### config.mk
export PLATFORM = sky130hd
export DESIGN_NAME = text_cell_pixel_colour
export DESIGN_NICKNAME = d
export VERILOG_FILES = /design/src/hw/rtl/tcpc_pkg.sv /design/src/hw/rtl/tcpc_resolve.sv /design/src/hw/rtl/tcpc_blend.sv /design/src/hw/rtl/text_cell_pixel_colour.sv
export SDC_FILE = /design/constraint.sdc
export NUM_CORES = 1
export LEC_CHECK = 0
export BUFFER_PORTS_ARGS = -buffer_cell sky130_fd_sc_hd__buf_2
export CAP_MARGIN = 20
export CORE_MARGIN = 2
export CORE_UTILIZATION = 50
export CTS_CLUSTER_DIAMETER = 80
export DETAILED_ROUTE_END_ITERATION = 6
export PLACE_DENSITY_LB_ADDON = 0.15
export SKIP_LAST_GASP = 1
export SLEW_MARGIN = 25
export SYNTH_ARGS = -nofsm -noshare
export SYNTH_HDL_FRONTEND = slang
export SYNTH_SLANG_ARGS = --single-unit
### constraint.sdc
create_clock -name clk -period 7.6 [get_ports clk]
set_input_delay 0.76 -clock clk [delete_from_list [all_inputs] [get_ports clk]]
set_output_delay 0.76 -clock clk [all_outputs]
set_load 0.005 [all_outputs]
### src/hw/rtl/tcpc_pkg.sv
// tcpc_pkg: shared types, palettes and colour lookup for text_cell_pixel_colour
// used by tcpc_resolve, tcpc_blend and the top level; no dependencies
`timescale 1ns / 1ps

package tcpc_pkg;

    localparam int ChanW   = 8;
    localparam int IndexW  = 4;
    localparam int CoordW  = 8;
    localparam int AlphaW  = 8;
    localparam int PalSize = 8;
    localparam int PalIdxW = $clog2(PalSize);

    typedef struct packed {
        logic [ChanW-1:0] r;
        logic [ChanW-1:0] g;
        logic [ChanW-1:0] b;
    } rgb_t;

    // resolved colours of one pixel, after the inverse and cursor swaps
    typedef struct packed {
        rgb_t fg;
        rgb_t bg;
    } colour_pair_t;

    localparam rgb_t PalNormal [PalSize] = '{
        24'h000000, 24'hcc0000, 24'h4e9a06, 24'hc4a000,
        24'h3465a4, 24'h75507b, 24'h06989a, 24'hd3d7cf
    };

    localparam rgb_t PalBright [PalSize] = '{
        24'h555753, 24'hef2929, 24'h8ae234, 24'hfce94f,
        24'h729fcf, 24'had7fa8, 24'h34e2e2, 24'heeeeec
    };

    localparam logic [PalIdxW-1:0] DefFgSlot = PalIdxW'(7);
    localparam logic [PalIdxW-1:0] DefBgSlot = PalIdxW'(0);

    // index 8 and above is the default colour, always from the normal palette
    function automatic rgb_t pick_colour(
        input logic [IndexW-1:0] idx,
        input logic              bright,
        input logic [PalIdxW-1:0] dflt_slot
    );
        rgb_t colour;
        if (idx[IndexW-1])
            colour = PalNormal[dflt_slot];
        else if (bright)
            colour = PalBright[idx[PalIdxW-1:0]];
        else
            colour = PalNormal[idx[PalIdxW-1:0]];
        return colour;
    endfunction

endpackage

### src/hw/rtl/tcpc_resolve.sv
// tcpc_resolve: palette lookup and inverse / cursor swaps for one cell pixel
// depends on tcpc_pkg
`timescale 1ns / 1ps

module tcpc_resolve
    import tcpc_pkg::*;
(
    input  logic [IndexW-1:0] fg_index,
    input  logic [IndexW-1:0] bg_index,
    input  logic              bold,
    input  logic              inverse,
    input  logic              at_cursor,
    output colour_pair_t      colours
);

    rgb_t fg_pick;
    rgb_t bg_pick;
    logic swap;

    assign fg_pick = pick_colour(fg_index, bold, DefFgSlot);
    assign bg_pick = pick_colour(bg_index, bold, DefBgSlot);

    // two swaps cancel
    assign swap = inverse ^ at_cursor;

    always_comb
    begin
        if (swap)
        begin
            colours.fg = bg_pick;
            colours.bg = fg_pick;
        end
        else
        begin
            colours.fg = fg_pick;
            colours.bg = bg_pick;
        end
    end

endmodule

### src/hw/rtl/tcpc_blend.sv
// tcpc_blend: per-channel coverage blend of foreground over background
// depends on tcpc_pkg
`timescale 1ns / 1ps

module tcpc_blend
    import tcpc_pkg::*;
(
    input  colour_pair_t      colours,
    input  logic [AlphaW-1:0] glyph_alpha,
    output rgb_t              pixel
);

    localparam int WeightW = AlphaW + 1;
    localparam int SumW    = WeightW + ChanW;

    logic [WeightW-1:0] w_fg;
    logic [WeightW-1:0] w_bg;

    // weights always add up to 257
    assign w_fg = {1'b0, glyph_alpha} + WeightW'(1);
    assign w_bg = WeightW'(1 << AlphaW) - {1'b0, glyph_alpha};

    function automatic logic [ChanW-1:0] mix(
        input logic [ChanW-1:0]   f,
        input logic [ChanW-1:0]   b,
        input logic [WeightW-1:0] wf,
        input logic [WeightW-1:0] wb
    );
        logic [SumW-1:0] sum;
        sum = SumW'(wf) * SumW'(f) + SumW'(wb) * SumW'(b);
        return sum[AlphaW +: ChanW];
    endfunction

    assign pixel.r = mix(colours.fg.r, colours.bg.r, w_fg, w_bg);
    assign pixel.g = mix(colours.fg.g, colours.bg.g, w_fg, w_bg);
    assign pixel.b = mix(colours.fg.b, colours.bg.b, w_fg, w_bg);

endmodule

### src/hw/rtl/text_cell_pixel_colour.sv
// text_cell_pixel_colour: top level, colour of one glyph pixel of a text cell
// depends on tcpc_pkg, tcpc_resolve and tcpc_blend
`timescale 1ns / 1ps

// usage
//   input channel (item_valid / item_stall) carries one glyph pixel: cell and
//   cursor position, colour indices, bold, inverse and glyph coverage
//   output channel (pixel_valid / pixel_stall) carries the blended red, green
//   and blue of that pixel, one result item per input item, in order
//   an accepted item passes through the input register, then the result
//   register; palette lookup, swaps and blend sit between them
//   throughput: one item per cycle while pixel_stall stays low
//   when the receiver stalls, the result register holds its pixel; if the
//   input register is empty, one more item is still taken into it, after
//   which item_stall rises until the result register drains
//   reset (rst_n low, asynchronous) empties both stages; there is no other
//   state, so the block is ready for items as soon as reset is released
//   item_stall depends combinationally on pixel_stall; pixel_valid comes
//   straight from a register

module text_cell_pixel_colour
    import tcpc_pkg::*;
(
    input  logic              clk,
    input  logic              rst_n,

    input  logic              item_valid,
    output logic              item_stall,
    input  logic [CoordW-1:0] cell_col,
    input  logic [CoordW-1:0] cell_row,
    input  logic [CoordW-1:0] cursor_col,
    input  logic [CoordW-1:0] cursor_row,
    input  logic [IndexW-1:0] fg_index,
    input  logic [IndexW-1:0] bg_index,
    input  logic              bold,
    input  logic              inverse,
    input  logic [AlphaW-1:0] glyph_alpha,

    output logic              pixel_valid,
    input  logic              pixel_stall,
    output logic [ChanW-1:0]  red,
    output logic [ChanW-1:0]  green,
    output logic [ChanW-1:0]  blue
);

    // input stage
    logic              in_valid_reg;
    logic              in_valid_next;
    logic              at_cursor_reg;
    logic [IndexW-1:0] fg_index_reg;
    logic [IndexW-1:0] bg_index_reg;
    logic              bold_reg;
    logic              inverse_reg;
    logic [AlphaW-1:0] alpha_reg;

    // result stage
    logic              out_valid_reg;
    logic              out_valid_next;
    rgb_t              pixel_reg;

    logic              out_ready;
    logic              in_ready;
    logic              item_take;
    logic              result_load;

    colour_pair_t      colours;
    rgb_t              pixel_mix;

    // result register frees when empty or when its pixel is taken
    assign out_ready   = !out_valid_reg || !pixel_stall;
    assign in_ready    = !in_valid_reg || out_ready;
    assign item_stall  = !in_ready;
    assign item_take   = item_valid && in_ready;
    assign result_load = in_valid_reg && out_ready;

    always_comb
    begin
        if (item_take)
            in_valid_next = 1'b1;
        else if (out_ready)
            in_valid_next = 1'b0;
        else
            in_valid_next = in_valid_reg;

        if (out_ready)
            out_valid_next = in_valid_reg;
        else
            out_valid_next = out_valid_reg;
    end

    always_ff @(posedge clk or negedge rst_n)
    begin
        if (!rst_n)
        begin
            in_valid_reg  <= 1'b0;
            out_valid_reg <= 1'b0;
        end
        else
        begin
            in_valid_reg  <= in_valid_next;
            out_valid_reg <= out_valid_next;
        end
    end

    // cursor compare is done on the way in, so only one bit is held
    always_ff @(posedge clk)
    begin
        if (item_take)
        begin
            at_cursor_reg <= (cell_col == cursor_col) && (cell_row == cursor_row);
            fg_index_reg  <= fg_index;
            bg_index_reg  <= bg_index;
            bold_reg      <= bold;
            inverse_reg   <= inverse;
            alpha_reg     <= glyph_alpha;
        end
    end

    tcpc_resolve u_resolve (
        .fg_index  (fg_index_reg),
        .bg_index  (bg_index_reg),
        .bold      (bold_reg),
        .inverse   (inverse_reg),
        .at_cursor (at_cursor_reg),
        .colours   (colours)
    );

    tcpc_blend u_blend (
        .colours     (colours),
        .glyph_alpha (alpha_reg),
        .pixel       (pixel_mix)
    );

    always_ff @(posedge clk)
    begin
        if (result_load)
            pixel_reg <= pixel_mix;
    end

    assign pixel_valid = out_valid_reg;
    assign red         = pixel_reg.r;
    assign green       = pixel_reg.g;
    assign blue        = pixel_reg.b;

    // stall toward the sender only when both stages are full and blocked
    a_stall_full: assert property (@(posedge clk) disable iff (!rst_n)
        item_stall |-> (in_valid_reg && out_valid_reg && pixel_stall))
        else $error("item_stall raised with room in the pipeline");

    // a held input item is not dropped while the result stage is blocked
    a_hold_item: assert property (@(posedge clk) disable iff (!rst_n)
        (in_valid_reg && !out_ready) |=> in_valid_reg)
        else $error("input item lost while result stage blocked");

    // an input item moving forward shows up as a result next cycle
    a_forward: assert property (@(posedge clk) disable iff (!rst_n)
        result_load |=> pixel_valid)
        else $error("forwarded item missing from result stage");

    // a stalled result keeps its pixel
    a_result_hold: assert property (@(posedge clk) disable iff (!rst_n)
        (pixel_valid && pixel_stall) |=> $stable(pixel_reg))
        else $error("result register changed under stall");

endmodule
* Word-level counts from Yosys, hierarchy flattened *
Memory sizes are Yosys's and may differ from the RTL's.
Index checks and enable logic that the tools add are counted.

storage, ports and cells
  logic and storage cells = 58
  memories kept = 4
  bits in read-only memories = 768
  output and inout bits = 26
  register bits = 45

memories
  name             depth  bits a word  rd ports  clocked after memory_dff  wr ports  RTL line        RTL
  (no name shown)  8      24           1         0                         0         tcpc_pkg.sv:51  colour = PalNormal[idx[PalIdxW-1:0]];
  (no name shown)  8      24           1         0                         0         tcpc_pkg.sv:49  colour = PalBright[idx[PalIdxW-1:0]];
  (no name shown)  8      24           1         0                         0         tcpc_pkg.sv:51
  (no name shown)  8      24           1         0                         0         tcpc_pkg.sv:49

operators by class
  add/sub/neg operators = 5
  bitwise operators = 3
  mux-type cells = 15
  order comparisons = 2
  multiply operators = 6
  equality and inequality tests = 2
  reductions and logical operators = 10

operators with widths
  cell                                                       count
  two-way mux 24 bit                                         12
  multiplier 9 x 8 -> 16 bit                                 6
  adder 16 bit                                               3
  two-way mux 48 bit                                         1
  == test 8 bit                                              2
  adder 8 x 1 -> 9 bit (second input constant)               1
  subtractor 9 x 8 -> 9 bit (first input constant)           1
  greater-or-equal comparator 4 bit (second input constant)  2
  NOT 3 -> 4 bit                                             2
  logical NOT 1 bit                                          4
  logical AND 1 bit                                          3
  logical OR 1 bit                                           2
  two-way mux 1 bit                                          2
  nonzero test 2 bit                                         1
  XOR 1 bit                                                  1

* Longest topological paths before layout *
Gate-level depths: netlist of run 1.

  depth after elaboration = 9
  mapped depth = 28

* By module *
A second synthesis of run 1 with hierarchy kept.

unflattened totals
  cells, all modules = 1901
  area total of the unflattened synthesis = 17141.4 µm²

modules (own cells, without submodules)
  module                  instances  cells each  area an instance (µm²)
  tcpc_blend              1          1534        13588.0
  tcpc_resolve            1          295         1998.2
  text_cell_pixel_colour  1          72          1555.2

* Least setup slack after synthesis of run 1 *
OpenSTA, ideal clock, no wires.

  kind = register -> register
  start = register alpha_reg[0]
  end = register pixel_reg (netlist bit blue[7]) (data pin)
  buffers on the path = 2
  library setup time = 0.258 ns
  path slack = 0.716 ns
  stages on the path, launching flop included = 23
  arrival = 6.627 ns
  cells stage by stage = edfxtp_1 -> inv_1 -> clkbuf_1 -> ha_1 -> nor3b_1 -> xor2_1 -> clkbuf_1 -> nor2_1 -> fa_1 -> inv_1 -> fa_1 -> inv_1 -> fa_1 -> fa_1 -> inv_1 -> fa_1 -> fa_1 -> inv_1 -> ha_1 -> or4_1 -> a221o_1 -> a41o_1 -> xnor2_1

RTL lines
  what                      RTL line                       RTL
  start: declaration        text_cell_pixel_colour.sv:54   logic [AlphaW-1:0] alpha_reg;
  start signal: assignment  text_cell_pixel_colour.sv:115  alpha_reg <= glyph_alpha;
  end signal: assignment    text_cell_pixel_colour.sv:137  pixel_reg <= pixel_mix;
  end: declaration          text_cell_pixel_colour.sv:59   rgb_t pixel_reg;

==> impl_metrics.env, run 1 <==
export IMPL_outcome="finished clean"
export IMPL_crit_path_cell_trace="buf_4 -> nand2b_1 -> nor2_1 -> a211oi_1 -> o21ai_0 -> nand2_1 -> fa_1 -> fa_1 -> inv_1 -> fa_1 -> fa_1 -> fa_1 -> fa_1 -> ha_1 -> o21ai_0 -> o21bai_1 -> o311a_1 -> o31a_1 -> o41ai_1 -> xnor2_1"
export IMPL_skew_ps=17.98
export IMPL_max_cap_violations=0
export IMPL_cts_tree="done"
export IMPL_synth_edff_count=43
export IMPL_rr_worst_depth=20
export IMPL_dp_hpwl_microns=38770
export IMPL_crit_path_max_incr_delay_ps=630
export IMPL_gr_usage_all_layers_pct=27.70
export IMPL_initialDrtViolationCount=856
export IMPL_drt_wl_total_microns=45560
export IMPL_die_area_sq_mm=0.03495
export IMPL_tightestPinTransition_ps=1085
export IMPL_ir_drop_mv=0.7664
export IMPL_die_w_microns=187.0
export IMPL_cts_htree_levels=2
export IMPL_finalSetupViolations=0
export IMPL_synth_cells=1919
export IMPL_grtUsageMet1_pct=35.59
export IMPL_drc=0
export IMPL_period_share_pct=94.53
export IMPL_required_ps=7690
export IMPL_start_util_pct=50.29
export IMPL_dr_pass1_iters=5
export IMPL_final_seq_area_sq_mm=0.001341
export IMPL_ys_seq_area_share_pct=8.014
export IMPL_path_class="flop to flop"
export IMPL_postPlaceCellArea_sq_mm=0.01810
export IMPL_root_buffer="clkbuf_16"
export IMPL_core_sq_mm=0.03328
export IMPL_wl_per_cell_microns=18.42
export IMPL_clk_path_buf_depth=2
export IMPL_antenna_found_initial=0
export IMPL_crit_slowest_cell="edfxtp_1"
export IMPL_cp_common_cell="fa_1"
export IMPL_slew_violations=0
export IMPL_endpoint_kind="flop"
export IMPL_grt_pass1_vias=14090
export IMPL_syn_area_per_cell_sq_um=8.722
export IMPL_synth_top_area_share_pct=38.04
export IMPL_io_buffers=79
export IMPL_ys_seq_elements=45
export IMPL_use_met2_pct=47.57
export IMPL_yosys_warnings=0
export IMPL_cts_sinks=45
export IMPL_ant_nets=0
export IMPL_fillerInstances=3101
export IMPL_num_vias=13100
export IMPL_syn_num_nets=2482
export IMPL_rsz0062_at_grt="false"
export IMPL_die_h_microns=187.0
export IMPL_maxSlewHeadroom_pct=27.15
export IMPL_synth_distinct_cells=66
export IMPL_min_period_ps=7185
export IMPL_synth_flop_cell="edfxtp_1"
export IMPL_yosys_top_cells_area="fa_1, ha_1, inv_1, edfxtp_1, nor2_1"
export IMPL_fmax_mhz=139.2
export IMPL_synth_largest_area_cell="fa_1"
export IMPL_p_leak_nw=9.295
export IMPL_drive_gt1_share_pct=11.16
export IMPL_grt_pass1_wl_microns=74290
export IMPL_place_gp_congestion=0.9562
export IMPL_final_nets=2587
export IMPL_area_delta_synth_final_pct=9.315
export IMPL_io_pins=80
export IMPL_syn_cell_area_sq_mm=0.01674
export IMPL_grt_busiest_layer="met2"
export IMPL_rows=67
export IMPL_powerDensity_mw_per_mm2=490.1
export IMPL_grt_max_degree=75
export IMPL_hold_class="primary input to async pin"
export IMPL_path_clk_slew_ps=80
export IMPL_final_area_sq_mm=0.01830
export IMPL_cp_arrival_ps=7270
export IMPL_p_total_mw=8.966
export IMPL_grt_util_met3_pct=4.090
export IMPL_cts_made_buffers=5
export IMPL_finalSetupTns_ps=0
export IMPL_vias_per_cell=5.295
export IMPL_hold_violations=0
export IMPL_crit_fanout=19
export IMPL_hold_slack_ps=189.0
export IMPL_clock_latency_ps=340
export IMPL_critPathLaunchType="flop"
export IMPL_multi_input_area_sq_mm=0.01360
export IMPL_synth_async_reset_ratio_pct=4.444
export IMPL_gr_total_overflow=0
-- Yosys cell counts (14+ instances only) --
cell / count
edfxtp_1: 43
and2_1: 38
mux2i_1: 21
ha_1: 191
inv_1: 414
nand2_1: 182
clkbuf_1: 38
nand2b_1: 32
xnor2_1: 65
xor2_1: 16
fa_1: 318
nor3_1: 14
nor2_1: 271
or2_2: 27
buf_2: 22
a21oi_1: 52
a21o_1: 16
o21ai_0: 32
-- worst paths after layout --
check / start / to / slack [ps]
max: fg_index_reg[2] / green[6] / 420
min: rst_n / in_valid_reg / 190
max reg2reg: fg_index_reg[2] / green[6] / 420
min reg2reg: in_valid_reg / pixel_valid / 490
max in group asynchronous: rst_n / pixel_valid / 7320
min in group clk: in_valid_reg / pixel_valid / 490
-- kinds of logic (layout without fill, tap and decap cells) --
logic type                 after synthesis  count (layout)  share of synthesized area (%)
adders and majority gates              509             509                          52.31
AOI/OAI and AO/OA                      157             157                          5.853
and+or+nand+nor                        612             612                          16.25
buffers and inverters                  480             586                          11.00
muxes                                   32              32                          1.996
DFF                                     45              45                          8.014
other                                    0               1                              0
xor gates and xnor gates                84              84                          4.568
-- metrics by stage --
| step | util, % | setup WS [ps] | std cells |
|---|---|---|---|
| finish | 54.98 | 415.4 | 2474 |
| floorplan | - | 715.6 | 1919 |
| global route | 54.97 | 17.82 | 2473 |
| CTS | 54.91 | 262.6 | 2472 |
| detailed placement | 54.39 | 293.8 | 2464 |
| global placement | 54.29 | 427.1 | 2463 |
-- layout make-up --
cell class / instances / area share (%)
Clock inverter: 3 / 0.2599
Inverter: 415 / 8.514
Sequential cell: 45 / 7.331
Multi-Input combinational cell: 1394 / 74.35
Tap cell: 448 / 3.064
Antenna cell: 1 / 0.01368
Clock buffer: 5 / 0.6839
Timing Repair Buffer: 163 / 5.785
-- power breakdown --
part	internal [mW]	leakage, nW	total (mW)	switching [mW]
registers	0.743	0.435	0.776	0.0333
logic	3.64	8.77	7.90	4.26
clock network	0.158	0.0848	0.289	0.131
total	4.54	9.29	8.97	4.43
-- critical path, delay by kind of cell, from the launching register on --
family,cells,cell delay (ps)
AO/OA/AOI/OAI,7,2250
XOR/XNOR,1,110
adder cells (fa/ha/maj),7,3220
buffers and inverters,2,330
flip-flops,1,630
AND/OR/NAND/NOR,3,380
-- cells in the final DEF (no fill, tap or decap), types with 5 or more instances in the layout --
cell type / n
inv_1: 414
fa_1: 318
nor2_1: 271
ha_1: 191
nand2_1: 182
buf_4: 81
buf_2: 79
xnor2_1: 64
a21oi_1: 51
edfxtp_1: 43
and2_1: 38
nand2b_1: 32
o21ai_0: 32
or2_2: 27
mux2i_1: 20
a21o_1: 16
xor2_1: 15
nor3_1: 14
nor2b_1: 11
mux2_2: 11
a211oi_1: 10
nand3_1: 9
o21a_1: 7
o21ai_1: 6
nand4_1: 5
clkbuf_16: 5
-- routing by layer --
metal / wire [microns] / share of wire [%]
met1: 18840 / 41
met2: 21990 / 48
met3: 3061 / 6.7
met4: 1668 / 3.7
met5: 0 / 0
-- what timing repair did --
item	4_1_cts	5_1_grt
endpoints found under the hold margin	0	0
hold buffers	0	0
resized for setup	0	3
endpoints found under the setup margin	0	5
setup buffers	0	1
No activity file was read; power rests on OpenSTA's default activity.
==> inputs of run 2 (changes only) <==
--- a/config.mk
+++ b/config.mk
@@ -5,12 +5,13 @@
 export SDC_FILE = /design/constraint.sdc
 export NUM_CORES = 1
 export LEC_CHECK = 0
-export BUFFER_PORTS_ARGS = -buffer_cell sky130_fd_sc_hd__buf_2
+export ABC_AREA = 1
 export CAP_MARGIN = 20
 export CORE_MARGIN = 2
 export CORE_UTILIZATION = 50
 export CTS_CLUSTER_DIAMETER = 80
 export DETAILED_ROUTE_END_ITERATION = 6
+export DONT_BUFFER_PORTS = 1
 export PLACE_DENSITY_LB_ADDON = 0.15
 export SKIP_LAST_GASP = 1
 export SLEW_MARGIN = 25
==> run 2 against run 1 <==
Net effect:
- first-iteration DRC count is 25% higher
- core utilization is 2.0 points lower
- largest cell class unchanged
- highest routed layer unchanged
- design area is 3.0% lower
- via count is 3.2% higher
- die area is 1.5% higher
- critical path depth is 7 higher
- sequential cell count stayed put
- cell count is 4.8% higher
- non-clock buffer count is 128 lower
- synthesized cell count is 12% higher
==> impl_metrics.env, run 2 <==
export IMPL_outcome="finished clean"
export IMPL_io_pins=80
export IMPL_finalSetupTns_ps=0
export IMPL_skew_ps=19.34
export IMPL_cts_htree_levels=2
export IMPL_synth_cells=2153
export IMPL_start_util_pct=50.66
export IMPL_synth_async_reset_ratio_pct=4.444
export IMPL_cts_tree="done"
export IMPL_syn_num_nets=2716
export IMPL_num_vias=13520
export IMPL_rows=67
export IMPL_cts_made_buffers=5
export IMPL_required_ps=7710
export IMPL_area_delta_synth_final_pct=4.478
export IMPL_ys_seq_elements=45
export IMPL_clk_path_buf_depth=2
export IMPL_drt_wl_total_microns=47070
export IMPL_synth_flop_cell="edfxtp_1"
export IMPL_rsz0062_at_grt="false"
export IMPL_antenna_found_initial=1
export IMPL_endpoint_kind="flop"
export IMPL_io_buffers=0
export IMPL_clock_latency_ps=350
export IMPL_gr_total_overflow=0
export IMPL_crit_start="bg_index_reg[0]"
export IMPL_finalSetupViolations=0
export IMPL_yosys_warnings=0
export IMPL_ant_nets=0
export IMPL_layout_cells_most_common="inv_1"
export IMPL_critPathLaunchType="flop"
export IMPL_vias_per_cell=5.216
export IMPL_dr_pass1_iters=5
export IMPL_synth_distinct_cells=45
export IMPL_final_cell_mix="inv_1, nand2_1, fa_1"
export IMPL_hold_violations=0
export IMPL_dp_hpwl_microns=39320
export IMPL_path_class="flop to flop"
export IMPL_final_core_util_pct=52.93
export IMPL_core_sq_mm=0.03353
export IMPL_max_cap_violations=0
export IMPL_synth_largest_area_cell="fa_1"
export IMPL_fmax_mhz=142.1
export IMPL_min_period_ps=7035
export IMPL_period_share_pct=92.57
export IMPL_final_nets=2704
export IMPL_path_clk_slew_ps=90
export IMPL_layout_setup_ws_ps=564.6
export IMPL_fillerInstances=3227
export IMPL_cp_arrival_ps=7150
export IMPL_yosys_top_cells_area="fa_1, ha_1, inv_1, nand2_1, edfxtp_1"
export IMPL_die_h_microns=188.3
export IMPL_maxSlewHeadroom_pct=37.61
export IMPL_grt_pass1_wl_microns=75840
export IMPL_tightestPinTransition_ps=935.9
export IMPL_crit_fanout=8
export IMPL_drive_gt1_share_pct=4.388
export IMPL_grt_max_degree=53
export IMPL_die_area_sq_mm=0.03547
export IMPL_ys_seq_area_share_pct=7.895
export IMPL_pre_cts_slack_ps=517.8
export IMPL_drc=0
export IMPL_slew_violations=0
export IMPL_syn_area_per_cell_sq_um=7.891
export IMPL_wl_per_cell_microns=18.16
export IMPL_cts_sinks=45
export IMPL_syn_cell_area_sq_mm=0.01699
export IMPL_synth_top_area_share_pct=37.47
export IMPL_hold_class="primary input to async pin"
export IMPL_die_w_microns=188.3
export IMPL_initialDrtViolationCount=1072
export IMPL_cts_repair_resized=0
export IMPL_yosys_cell_count_top_type="inv_1"
export IMPL_synth_common_cells="inv_1, nand2_1, fa_1"
export IMPL_gr_usage_all_layers_pct=28.16
export IMPL_synth_edff_count=43
export IMPL_grt_pass1_vias=14330
export IMPL_place_gp_congestion=0.9454
export IMPL_r2r_start="bg_index_reg[0]"
export IMPL_root_buffer="clkbuf_16"
-- run 2: cell types whose count changed after synthesis, moves of 20 or more --
cell and delta:
nand2b_1 -32, or2_2 -20, nand3_1 +39, nor2_1 +28, inv_1 +123, o21ai_2 +20, xnor2_1 -36, clkbuf_1 -23
nand2_1 +248, mux2i_1 -21, and2_1 -38
-- run 2: worst paths after layout --
| kind | to | slack (ps) | cells after the start |
|---|---|---|---|
| min reg2reg | pixel_valid | 500 | 2 |
| max reg2reg | red[4] | 560 | 27 |
| max | red[4] | 560 | 27 |
| min in group clk | bg_index_reg[1] | 490 | 0 |
| max in group asynchronous | in_valid_reg | 7420 | 0 |
| min | pixel_valid | 110 | 0 |
-- run 2: timing repair --
| action | 4_1_cts | 5_1_grt |
|---|---|---|
| hold buffers | 0 | 0 |
| setup buffers | 0 | 3 |
| endpoints found under the setup margin | 0 | 2 |
-- run 2: logic make-up after synthesis --
logic type / Yosys count / share of synthesized area [%]
fa+ha+maj: 509 / 51.54
flops: 45 / 7.895
buf+inv: 602 / 13.89
compound gates: 123 / 4.537
xor+xnor: 57 / 3.071
simple gates: 817 / 19.07
-- run 2: area by class of cell --
class / count / area (sq um) / area share [%]
diodes: 2 / 5.005 / 0.02820
clock buffers: 5 / 125.1 / 0.7049
clock inverters: 3 / 65.06 / 0.3666
inverters: 548 / 2059 / 11.60
multi-input cells: 1506 / 13310 / 74.99
flip-flops and latches: 45 / 1341 / 7.557
well taps: 448 / 560.5 / 3.158
repair buffers: 35 / 282.8 / 1.593
-- run 2: critical path, stage by stage (launching register included) --
cell and delay, ps:
edfxtp_1 500, inv_1 190, ha_1 430, o21ai_0 260, a21oi_1 60, o21ai_0 310
nand2_1 90, nand2_1 190, inv_1 170, nand2_1 130, fa_1 440, fa_1 530
fa_1 450, fa_1 510, inv_1 60, fa_1 540, inv_1 50, fa_1 470
inv_1 40, ha_1 300, nand2_1 90, inv_1 40, a21oi_1 170, nand2_1 110
a21oi_1 310, inv_1 100, a21oi_1 170, xnor2_1 80
-- run 2: through the flow --
| stage | hold slack, ps | instances | area [sq um] |
|---|---|---|---|
| final | 111.3 | 2592 | 17750 |
| after global routing | 100.5 | 2590 | 17740 |
| after CTS | 95.23 | 2587 | 17720 |
| after detailed placement | 464.5 | 2579 | 17530 |
| after global placement | 464.5 | 2578 | 17500 |
| after floorplan | 433.1 | 2153 | 16990 |
-- run 2: metal layers --
| metal | part of all wire (%) | up-vias | track usage, % |
|---|---|---|---|
| met5 | 0 | - | 0 |
| met4 | 3.0 | 0 | 8.534 |
| met3 | 7.2 | 75 | 4.265 |
| met2 | 48 | 473 | 48.03 |
| met1 | 42 | 6662 | 37.20 |
| li1 | - | 6310 | - |
Power of run 2 is not shown: default switching activity piles up to over one toggle a cycle in this logic, so the estimate is an artifact.
